===== src/rtl/core/bldf_pkg.sv =====
// Shared types and constants for the backlight auto-dim fader.
// Used by bldf_ctrl, bldf_dp and backlight_auto_dim_fader_unit; no dependencies.
`default_nettype none

package bldf_pkg;

    localparam int PCT_W     = 7;
    localparam int TIME_W    = 32;
    localparam int FADE_W    = 16;
    localparam int DUTY_W    = 8;
    localparam int CFG_IDX_W = 2;
    localparam int CFG_DAT_W = 32;
    // dividend width: 100 * 65535 fits, and so does level * duty scale
    localparam int NUM_W     = 23;
    localparam int CNT_W     = $clog2(NUM_W);

    localparam logic [PCT_W-1:0]  PCT_MAX = 7'd100;

    // duty scaling: x / 100 as (x * PCT_RECIP) >> PCT_SHIFT, exact for x below 2^23
    localparam int RECIP_W   = 24;
    localparam int PCT_SHIFT = 30;
    localparam int RPROD_W   = PCT_SHIFT + DUTY_W;
    localparam logic [RECIP_W-1:0] PCT_RECIP = 24'd10737419;

    // opcodes
    localparam logic OP_TICK = 1'b0;
    localparam logic OP_SET  = 1'b1;

    // configuration register indexes
    localparam logic [CFG_IDX_W-1:0] REG_FULL    = 2'd0;
    localparam logic [CFG_IDX_W-1:0] REG_DIM     = 2'd1;
    localparam logic [CFG_IDX_W-1:0] REG_TIMEOUT = 2'd2;
    localparam logic [CFG_IDX_W-1:0] REG_FADE    = 2'd3;

    // controller to datapath
    typedef struct packed {
        logic capture;
        logic eval;
        logic fade_chk;
        logic mul_a;
        logic div_load_fade;
        logic div_load_duty;
        logic div_step;
        logic level_wb;
        logic duty_wb;
        logic out_load;
    } bldf_cmd_t;

    // datapath to controller
    typedef struct packed {
        logic need_div;
        logic wrote;
        logic div_done;
        logic out_free;
    } bldf_sts_t;

    // clamp a percent value to 100
    function automatic logic [PCT_W-1:0] sat_pct(input logic [PCT_W-1:0] v);
        return (v > PCT_MAX) ? PCT_MAX : v;
    endfunction

endpackage

`default_nettype wire


===== src/rtl/core/bldf_ctrl.sv =====
// Sequencing state machine for the backlight auto-dim fader.
// Depends on bldf_pkg for the command and status structs.
`default_nettype none

module bldf_ctrl (
    input  wire logic                clk,
    input  wire logic                rst_n,
    input  wire logic                in_valid,
    output logic                     in_ready,
    input  bldf_pkg::bldf_sts_t      sts,
    output bldf_pkg::bldf_cmd_t      cmd
);
    import bldf_pkg::*;

    localparam logic [3:0] S_IDLE = 4'd0;
    localparam logic [3:0] S_EVAL = 4'd1;
    localparam logic [3:0] S_FADE = 4'd2;
    localparam logic [3:0] S_MULA = 4'd3;
    localparam logic [3:0] S_MULB = 4'd4;
    localparam logic [3:0] S_DIV  = 4'd5;
    localparam logic [3:0] S_LWB  = 4'd6;
    localparam logic [3:0] S_DMUL = 4'd7;
    localparam logic [3:0] S_DWB  = 4'd9;
    localparam logic [3:0] S_OUT  = 4'd10;

    logic [3:0] state_reg;
    logic [3:0] state_next;

    assign in_ready = (state_reg == S_IDLE);

    // next state and commands
    always_comb
    begin
        state_next = state_reg;
        cmd        = '0;
        case (state_reg)
            S_IDLE:
            begin
                if (in_valid)
                begin
                    cmd.capture = 1'b1;
                    state_next  = S_EVAL;
                end
            end
            S_EVAL:
            begin
                cmd.eval   = 1'b1;
                state_next = S_FADE;
            end
            S_FADE:
            begin
                cmd.fade_chk = 1'b1;
                if (sts.need_div)
                    state_next = S_MULA;
                else if (sts.wrote)
                    state_next = S_DMUL;
                else
                    state_next = S_OUT;
            end
            S_MULA:
            begin
                cmd.mul_a  = 1'b1;
                state_next = S_MULB;
            end
            S_MULB:
            begin
                cmd.div_load_fade = 1'b1;
                state_next        = S_DIV;
            end
            S_DIV:
            begin
                cmd.div_step = 1'b1;
                if (sts.div_done)
                    state_next = S_LWB;
            end
            S_LWB:
            begin
                cmd.level_wb = 1'b1;
                state_next   = S_DMUL;
            end
            S_DMUL:
            begin
                cmd.div_load_duty = 1'b1;
                state_next        = S_DWB;
            end
            S_DWB:
            begin
                cmd.duty_wb = 1'b1;
                state_next  = S_OUT;
            end
            S_OUT:
            begin
                if (sts.out_free)
                begin
                    cmd.out_load = 1'b1;
                    state_next   = S_IDLE;
                end
            end
            default:
            begin
                state_next = S_IDLE;
            end
        endcase
    end

    always_ff @(posedge clk or negedge rst_n)
    begin
        if (!rst_n)
            state_reg <= S_IDLE;
        else
            state_reg <= state_next;
    end

endmodule

`default_nettype wire


===== src/rtl/core/bldf_dp.sv =====
// Datapath of the backlight auto-dim fader: config, fader state, shared
// multiplier, serial divider and output register. Depends on bldf_pkg.
`default_nettype none

module bldf_dp #(
    parameter int DUTY_MAX = 255
) (
    input  wire logic                             clk,
    input  wire logic                             rst_n,
    input  wire logic                             cfg_valid,
    input  wire logic [bldf_pkg::CFG_IDX_W-1:0]   cfg_index,
    input  wire logic [bldf_pkg::CFG_DAT_W-1:0]   cfg_data,
    input  wire logic                             opcode,
    input  wire logic [bldf_pkg::TIME_W-1:0]      now_ms,
    input  wire logic                             activity,
    input  wire logic [bldf_pkg::PCT_W-1:0]       level,
    input  bldf_pkg::bldf_cmd_t                   cmd,
    output bldf_pkg::bldf_sts_t                   sts,
    input  wire logic                             out_ready,
    output logic                                  out_valid,
    output logic [bldf_pkg::DUTY_W-1:0]           duty,
    output logic                                  duty_update,
    output logic [bldf_pkg::PCT_W-1:0]            level_pct,
    output logic                                  fading
);
    import bldf_pkg::*;

    localparam logic [FADE_W-1:0] DUTY_K   = FADE_W'(DUTY_MAX);
    // full level 100 maps to DUTY_MAX exactly
    localparam logic [DUTY_W-1:0] DUTY_RST = DUTY_W'(DUTY_MAX);

    // configuration
    logic [PCT_W-1:0]  full_lvl_reg;
    logic [PCT_W-1:0]  dim_lvl_reg;
    logic [TIME_W-1:0] timeout_reg;
    logic [FADE_W-1:0] fade_len_reg;

    // captured item
    logic              op_reg;
    logic [TIME_W-1:0] now_reg;
    logic              act_reg;
    logic [PCT_W-1:0]  lvl_reg;

    // fader state
    logic [PCT_W-1:0]  cur_reg,  cur_next;
    logic [PCT_W-1:0]  tgt_reg,  tgt_next;
    logic [PCT_W-1:0]  fsl_reg,  fsl_next;
    logic [TIME_W-1:0] fst_reg,  fst_next;
    logic              fade_reg, fade_next;
    logic [TIME_W-1:0] last_reg, last_next;
    logic              wrote_reg, wrote_next;
    logic [DUTY_W-1:0] duty_reg, duty_next;

    // arithmetic
    logic [FADE_W-1:0] elapsed_reg;
    logic [NUM_W-1:0]  acc_reg;
    logic [NUM_W-1:0]  num_reg;
    logic [FADE_W-1:0] rem_reg;
    logic [FADE_W-1:0] den_reg;
    logic [CNT_W-1:0]  cnt_reg;

    // output register
    logic              out_valid_reg;
    logic [DUTY_W-1:0] out_duty_reg;
    logic              out_upd_reg;
    logic [PCT_W-1:0]  out_lvl_reg;
    logic              out_fade_reg;

    logic [PCT_W-1:0]  full_sat;
    logic [TIME_W-1:0] idle_time;
    logic              timed_out;
    logic [TIME_W-1:0] since;
    logic              fade_over;
    logic              quiet_tick;
    logic [PCT_W-1:0]  mul_a_op;
    logic [FADE_W-1:0] mul_b_op;
    logic [NUM_W-1:0]  prod;
    logic [FADE_W:0]   div_sh;
    logic [FADE_W:0]   div_diff;
    logic              div_ge;
    logic [RPROD_W-1:0] duty_prod;

    assign full_sat   = sat_pct(full_lvl_reg);
    assign idle_time  = now_reg - last_reg;
    assign timed_out  = (idle_time >= timeout_reg);
    assign since      = now_reg - fst_reg;
    assign fade_over  = (since >= TIME_W'(fade_len_reg));
    assign quiet_tick = (op_reg == OP_TICK) && !act_reg;

    // shared 7x16 multiplier
    always_comb
    begin
        if (cmd.mul_a)
        begin
            mul_a_op = fsl_reg;
            mul_b_op = fade_len_reg - elapsed_reg;
        end
        else if (cmd.div_load_fade)
        begin
            mul_a_op = tgt_reg;
            mul_b_op = elapsed_reg;
        end
        else
        begin
            mul_a_op = cur_reg;
            mul_b_op = DUTY_K;
        end
    end
    assign prod = NUM_W'(mul_a_op) * NUM_W'(mul_b_op);

    // one restoring division step
    assign div_sh   = {rem_reg, num_reg[NUM_W-1]};
    assign div_ge   = (div_sh >= {1'b0, den_reg});
    assign div_diff = div_sh - {1'b0, den_reg};

    // duty scaling by 100 through the reciprocal
    assign duty_prod = RPROD_W'(num_reg) * RPROD_W'(PCT_RECIP);

    // fader state update
    always_comb
    begin
        cur_next   = cur_reg;
        tgt_next   = tgt_reg;
        fsl_next   = fsl_reg;
        fst_next   = fst_reg;
        fade_next  = fade_reg;
        last_next  = last_reg;
        wrote_next = wrote_reg;
        duty_next  = duty_reg;
        if (cmd.capture)
            wrote_next = 1'b0;
        if (cmd.eval)
        begin
            if (op_reg == OP_SET)
            begin
                cur_next   = sat_pct(lvl_reg);
                tgt_next   = sat_pct(lvl_reg);
                fade_next  = 1'b0;
                wrote_next = 1'b1;
            end
            else if (act_reg)
            begin
                last_next = now_reg;
                if (fade_reg || (cur_reg != full_sat))
                begin
                    cur_next   = full_sat;
                    tgt_next   = full_sat;
                    fade_next  = 1'b0;
                    wrote_next = 1'b1;
                end
            end
            else if (!fade_reg && (tgt_reg == full_sat) && timed_out)
            begin
                // inactivity timeout: begin the fade now
                fsl_next  = cur_reg;
                tgt_next  = sat_pct(dim_lvl_reg);
                fst_next  = now_reg;
                fade_next = 1'b1;
            end
        end
        if (cmd.fade_chk && quiet_tick && fade_reg)
        begin
            wrote_next = 1'b1;
            if (fade_over)
            begin
                cur_next  = tgt_reg;
                fade_next = 1'b0;
            end
        end
        if (cmd.level_wb)
            cur_next = num_reg[PCT_W-1:0];
        if (cmd.duty_wb)
            duty_next = duty_prod[PCT_SHIFT +: DUTY_W];
    end

    // status to controller
    always_comb
    begin
        sts.need_div = quiet_tick && fade_reg && !fade_over;
        sts.wrote    = wrote_next;
        sts.div_done = (cnt_reg == '0);
        sts.out_free = !out_valid_reg || out_ready;
    end

    // state registers
    always_ff @(posedge clk or negedge rst_n)
    begin
        if (!rst_n)
        begin
            full_lvl_reg  <= PCT_MAX;
            dim_lvl_reg   <= 7'd20;
            timeout_reg   <= 32'd30000;
            fade_len_reg  <= 16'd1000;
            cur_reg       <= PCT_MAX;
            tgt_reg       <= PCT_MAX;
            fsl_reg       <= '0;
            fst_reg       <= '0;
            fade_reg      <= 1'b0;
            last_reg      <= '0;
            wrote_reg     <= 1'b0;
            duty_reg      <= DUTY_RST;
            cnt_reg       <= '0;
            out_valid_reg <= 1'b0;
        end
        else
        begin
            if (cfg_valid)
            begin
                case (cfg_index)
                    REG_FULL:    full_lvl_reg <= cfg_data[PCT_W-1:0];
                    REG_DIM:     dim_lvl_reg  <= cfg_data[PCT_W-1:0];
                    REG_TIMEOUT: timeout_reg  <= cfg_data[TIME_W-1:0];
                    REG_FADE:    fade_len_reg <= cfg_data[FADE_W-1:0];
                    default:     ;
                endcase
            end
            cur_reg   <= cur_next;
            tgt_reg   <= tgt_next;
            fsl_reg   <= fsl_next;
            fst_reg   <= fst_next;
            fade_reg  <= fade_next;
            last_reg  <= last_next;
            wrote_reg <= wrote_next;
            duty_reg  <= duty_next;
            if (cmd.div_load_fade)
                cnt_reg <= CNT_W'(NUM_W - 1);
            else if (cmd.div_step)
                cnt_reg <= cnt_reg - 1'b1;
            if (cmd.out_load)
                out_valid_reg <= 1'b1;
            else if (out_ready)
                out_valid_reg <= 1'b0;
        end
    end

    // payload registers
    always_ff @(posedge clk)
    begin
        if (cmd.capture)
        begin
            op_reg  <= opcode;
            now_reg <= now_ms;
            act_reg <= activity;
            lvl_reg <= level;
        end
        if (cmd.fade_chk)
            elapsed_reg <= since[FADE_W-1:0];
        if (cmd.mul_a)
            acc_reg <= prod;
        if (cmd.div_load_fade)
        begin
            num_reg <= acc_reg + prod;
            den_reg <= fade_len_reg;
            rem_reg <= '0;
        end
        else if (cmd.div_load_duty)
        begin
            num_reg <= prod;
        end
        else if (cmd.div_step)
        begin
            num_reg <= {num_reg[NUM_W-2:0], div_ge};
            rem_reg <= div_ge ? div_diff[FADE_W-1:0] : div_sh[FADE_W-1:0];
        end
        if (cmd.out_load)
        begin
            out_duty_reg <= duty_reg;
            out_upd_reg  <= wrote_reg;
            out_lvl_reg  <= cur_reg;
            out_fade_reg <= fade_reg;
        end
    end

    assign out_valid   = out_valid_reg;
    assign duty        = out_duty_reg;
    assign duty_update = out_upd_reg;
    assign level_pct   = out_lvl_reg;
    assign fading      = out_fade_reg;

endmodule

`default_nettype wire


===== src/rtl/core/backlight_auto_dim_fader_unit.sv =====
// Top level of the backlight auto-dim fader.
// Instantiates bldf_ctrl and bldf_dp; depends on bldf_pkg.
//
// Usage:
//   Input channel (in_valid/in_ready) carries one item: a tick (opcode 0)
//   with now_ms and activity, or a set-level command (opcode 1) with level.
//   Every item yields exactly one result on the output channel
//   (out_valid/out_ready): duty, duty_update, level_pct and fading.
//   Configuration writes use cfg_valid/cfg_ready with cfg_index/cfg_data;
//   cfg_ready is always high. Write registers only while the block is idle.
// Steps from accept to result: capture, evaluate and fade check, then
//   the output load. A new duty adds the duty multiply and write-back, and
//   a fade step first runs the serial divider, which takes one quotient
//   bit per cycle over 23 bits. The duty is scaled by a reciprocal multiply.
// One item is worked on at a time; the next is taken the cycle after its
// result is loaded into the output register.
// Reset: full brightness (level 100, duty = DUTY_MAX), no fade, register
// defaults loaded. A stalled receiver holds the result in the output
// register and the next item waits in its final state until it drains.
`default_nettype none

module backlight_auto_dim_fader_unit #(
    parameter int DUTY_MAX = 255
) (
    input  wire logic                             clk,
    input  wire logic                             rst_n,
    input  wire logic                             cfg_valid,
    output logic                                  cfg_ready,
    input  wire logic [bldf_pkg::CFG_IDX_W-1:0]   cfg_index,
    input  wire logic [bldf_pkg::CFG_DAT_W-1:0]   cfg_data,
    input  wire logic                             in_valid,
    output logic                                  in_ready,
    input  wire logic                             opcode,
    input  wire logic [bldf_pkg::TIME_W-1:0]      now_ms,
    input  wire logic                             activity,
    input  wire logic [bldf_pkg::PCT_W-1:0]       level,
    output logic                                  out_valid,
    input  wire logic                             out_ready,
    output logic [bldf_pkg::DUTY_W-1:0]           duty,
    output logic                                  duty_update,
    output logic [bldf_pkg::PCT_W-1:0]            level_pct,
    output logic                                  fading
);
    import bldf_pkg::*;

    bldf_cmd_t cmd;
    bldf_sts_t sts;

    assign cfg_ready = 1'b1;

    bldf_ctrl u_ctrl (
        .clk      (clk),
        .rst_n    (rst_n),
        .in_valid (in_valid),
        .in_ready (in_ready),
        .sts      (sts),
        .cmd      (cmd)
    );

    bldf_dp #(
        .DUTY_MAX (DUTY_MAX)
    ) u_dp (
        .clk         (clk),
        .rst_n       (rst_n),
        .cfg_valid   (cfg_valid),
        .cfg_index   (cfg_index),
        .cfg_data    (cfg_data),
        .opcode      (opcode),
        .now_ms      (now_ms),
        .activity    (activity),
        .level       (level),
        .cmd         (cmd),
        .sts         (sts),
        .out_ready   (out_ready),
        .out_valid   (out_valid),
        .duty        (duty),
        .duty_update (duty_update),
        .level_pct   (level_pct),
        .fading      (fading)
    );

    // a result still fading must have written a duty
    a_fade_writes: assert property (@(posedge clk) disable iff (!rst_n)
        out_valid && fading |-> duty_update)
        else $error("fading result without duty update");

    // one item at a time: no accept right after an accept
    a_one_item: assert property (@(posedge clk) disable iff (!rst_n)
        in_valid && in_ready |=> !in_ready)
        else $error("input accepted on consecutive cycles");

    // reported level never exceeds 100 percent
    a_level_range: assert property (@(posedge clk) disable iff (!rst_n)
        out_valid |-> level_pct <= PCT_MAX)
        else $error("level above 100 percent");

endmodule

`default_nettype wire

===== config.mk =====
export PLATFORM = sky130hd
export DESIGN_NAME = backlight_auto_dim_fader_unit
export DESIGN_NICKNAME = d
export VERILOG_FILES = /design/src/rtl/core/bldf_pkg.sv /design/src/rtl/core/bldf_ctrl.sv /design/src/rtl/core/bldf_dp.sv /design/src/rtl/core/backlight_auto_dim_fader_unit.sv
export SDC_FILE = /design/constraint.sdc
export NUM_CORES = 2
export LEC_CHECK = 0
export BUFFER_PORTS_ARGS = -buffer_cell sky130_fd_sc_hd__buf_2
export CORE_AREA = 2 2 229 231
export DETAILED_ROUTE_END_ITERATION = 8
export DIE_AREA = 0 0 231 233
export GPL_TIMING_DRIVEN = 0
export PLACE_DENSITY = 0.75
export SLEW_MARGIN = 20
export SYNTH_ARGS = -nofsm -noshare
export SYNTH_HDL_FRONTEND = slang
export SYNTH_HIERARCHICAL = 1
export SYNTH_SLANG_ARGS = --single-unit

===== constraint.sdc =====
create_clock -name clk -period 24.5 [get_ports clk]
set_input_delay 4.9 -clock clk [delete_from_list [all_inputs] [get_ports clk]]
set_output_delay 4.9 -clock clk [all_outputs]
set_load 0.01 [all_outputs]

==> impl_metrics.yaml <==
floorplanning:
  num_rows: 83
  core_area_mm2: 0.05109
  start_util_pct: 60.78
  die_x_um: 231
  io-pin-count: 100
  die-area_mm2: 0.05382
  die_height_um: 233
critical_path:
  crit_fanout: 10
  cp-start-kind: "flop"
  slowest_stage: "o21ai_0"
  required_ns: 24.80
  crit_path_end_kind: "flop"
  path_class: "flop to flop"
  cp.arrival_ns: 10.58
  cpMostUsedCell: "inv_1"
  cpPeakStageDelay_ns: 0.80
yosys:
  synth_flop_cell: "edfxtp_1"
  ys_warn_count: 6
  yosysUniqueCellTypes: 95
  syn-num-nets: 3800
  netlist_area_mm2: 0.03106
  ys_seq_area_share_pct: 27.77
  yosysTopAreaCellShare_pct: 16.89
  synth-seq-cells: 319
  synth_top_area_cell: "fa_1"
  syn_inst: 3061
  yosys-top-cells-area: "fa_1, ha_1, edfxtp_1"
  syn_avg_cell_area_um2: 10.15
  synthArstFlopShare_pct: 52.35
  synth_edf_count: 136
cts:
  insertion_delay_ns: 0.57
  clk_pin_slew_ns: 0.06
  cts_root_buffer: "clkbuf_16"
  cts_tree: "yes"
  numCtsBuffers: 38
  cts_sinks: 319
  cts_resized: 0
  clock_path_buffers: 3
  ctsHtreeMaxLevel: 2
  cts_hold_buf: 0
  cts_setup_buffers: 0
global_routing:
  grt_pass1_vias: 24020
  grt.total_usage_pct: 29.62
  grt_max_degree: 92
  antenna_found_initial: 0
  gr-total-overflow: 0
  grt_pass1_wl_um: 125000
timing:
  finalHoldViolations: 0
  slew_viol_final: 0
  setup_total_negative_slack_ns: 0
  relSlewSlack_pct: 13.70
  fin_crit_sh_pct: 41.97
  skew_ns: 0.03010
  fmax_ghz: 0.09726
  layout_min_cycle_time_ns: 10.28
  setup-violations-final: 0
  tightestPinTransition_ns: 1.278
  rsz0062_at_grt: "no"
route:
  drtPass1Iterations: 6
  drtAntennaViolNets: 0
  dr.first_iter.drc_count: 1342
  vias: 22650
  viasPerCell: 5.781
  drc: 0
  routed_wl_um: 77100
  wl_per_cell_um: 19.68
cells_and_area:
  fin_util_pct: 66.35
  drive_gt1_share_pct: 12.94
  area_growth_syn_to_layout_pct: 9.154
  final.fill_count: 4093
  diodes: 0
  final_common_cell: "inv_1"
  final_net_count: 3946
  fin_area_mm2: 0.03390
  layout_common_cells: "inv_1, ha_1, fa_1"
placement:
  port_buffers: 98
  placed_cell_area_mm2: 0.03252
  place_congestion: 0.9659
  hpwl_um: 62990
run_status:
  outcome: "finished, final reports clean"
job:
  drv_cap: 0
min_path:
  hold_path.class: "flop to flop"
==> final cells by class <==
type | instances | area (µm²) | share of cell area (%)
Multi-Input combinational cell | 2125 | 20110 | 59.32
Timing Repair Buffer | 106 | 593.1 | 1.750
Clock buffer | 48 | 1081 | 3.189
Sequential cell | 319 | 8623 | 25.44
Clock inverter | 22 | 296.5 | 0.8748
Inverter | 554 | 2079 | 6.134
Buffer | 63 | 265.3 | 0.7825
Tap cell | 680 | 850.8 | 2.510
==> Yosys cell counts, types with 9 or more instances <==
| cell | instances |
|---|---|
| inv_1 | 553 |
| ha_1 | 397 |
| fa_1 | 262 |
| nor2_1 | 208 |
| mux2_2 | 151 |
| edfxtp_1 | 136 |
| dfrtp_1 | 135 |
| a21oi_1 | 119 |
| nand2_1 | 119 |
| o21ai_0 | 100 |
| xnor2_1 | 96 |
| a21o_1 | 53 |
| xor2_1 | 50 |
| nor3_1 | 47 |
| clkbuf_1 | 45 |
| nand3_1 | 44 |
| mux2i_1 | 41 |
| a211oi_1 | 37 |
| dfstp_2 | 32 |
| nor2b_1 | 30 |
| nand2b_1 | 27 |
| o21bai_1 | 22 |
| nand4_1 | 21 |
| or3_1 | 21 |
| a31oi_1 | 20 |
| or2_2 | 20 |
| o21a_1 | 17 |
| and3_1 | 16 |
| dfxtp_1 | 16 |
| o211ai_1 | 15 |
| and2_1 | 14 |
| buf_1 | 10 |
| a22oi_1 | 9 |
| o22ai_1 | 9 |
| o31ai_1 | 9 |
==> worst paths after layout <==
kind | end | cells past startpoint | slack [ns] | startpoint
min in group asynchronous | u_dp/timeout_reg[30] | 1 | 4.33 | rst_n
hold reg to reg | u_dp/duty_update | 0 | 0.48 | u_dp/wrote_reg
hold / removal | u_dp/duty_update | 0 | 0.48 | u_dp/wrote_reg
max in group asynchronous | u_dp/duty_reg[3] | 2 | 19.25 | rst_n
setup / recovery | u_dp/num_reg[22] | 36 | 14.22 | u_ctrl/state_reg[1]
setup reg to reg | u_dp/num_reg[22] | 36 | 14.22 | u_ctrl/state_reg[1]
==> cell families (layout without fill, tap and decap cells) <==
family,Yosys count,in the layout,share of synthesized area [%]
xor+xnor,146,146,4.117
simple gates,609,609,9.585
compound gates,518,518,11.29
fa+ha+maj,659,659,32.88
flops,319,319,27.77
other cells,1,1,0.01207
mux,192,192,6.797
buf+inv,617,793,7.550
==> worst max-delay path, delay by kind of cell, from the launching register on <==
family                     cells  cell delay [ns]
AOI/OAI and AO/OA             12             3.54
xor gates and xnor gates       3             0.51
adders and majority gates      6             2.74
buffers and inverters          9             1.89
DFF                            1             0.39
muxes                          1             0.08
and+or+nand+nor                5             0.85
==> stage by stage <==
| step | std cells | hold slack [ns] | setup WS, ns |
|---|---|---|---|
| detailed placement | 3847 | 0.4760 | 14.24 |
| global route | 3917 | 0.4932 | 13.61 |
| finish | 3917 | 0.4802 | 14.22 |
| CTS | 3917 | 0.4873 | 14.21 |
| global placement | 3839 | 0.4596 | 12.36 |
| floorplan | 3061 | 0.4260 | 14.87 |
==> layer usage <==
layer	vias to the layer above	track usage (%)	share of wire [%]
met5	-	0	0
li1	10720	-	-
met2	608	54.22	51
met4	0	14.11	5.3
met1	11120	34.32	39
met3	199	3.725	4.1
Power is not shown: default switching activity piles up to over one toggle a cycle in this logic, so the estimate is an artifact.
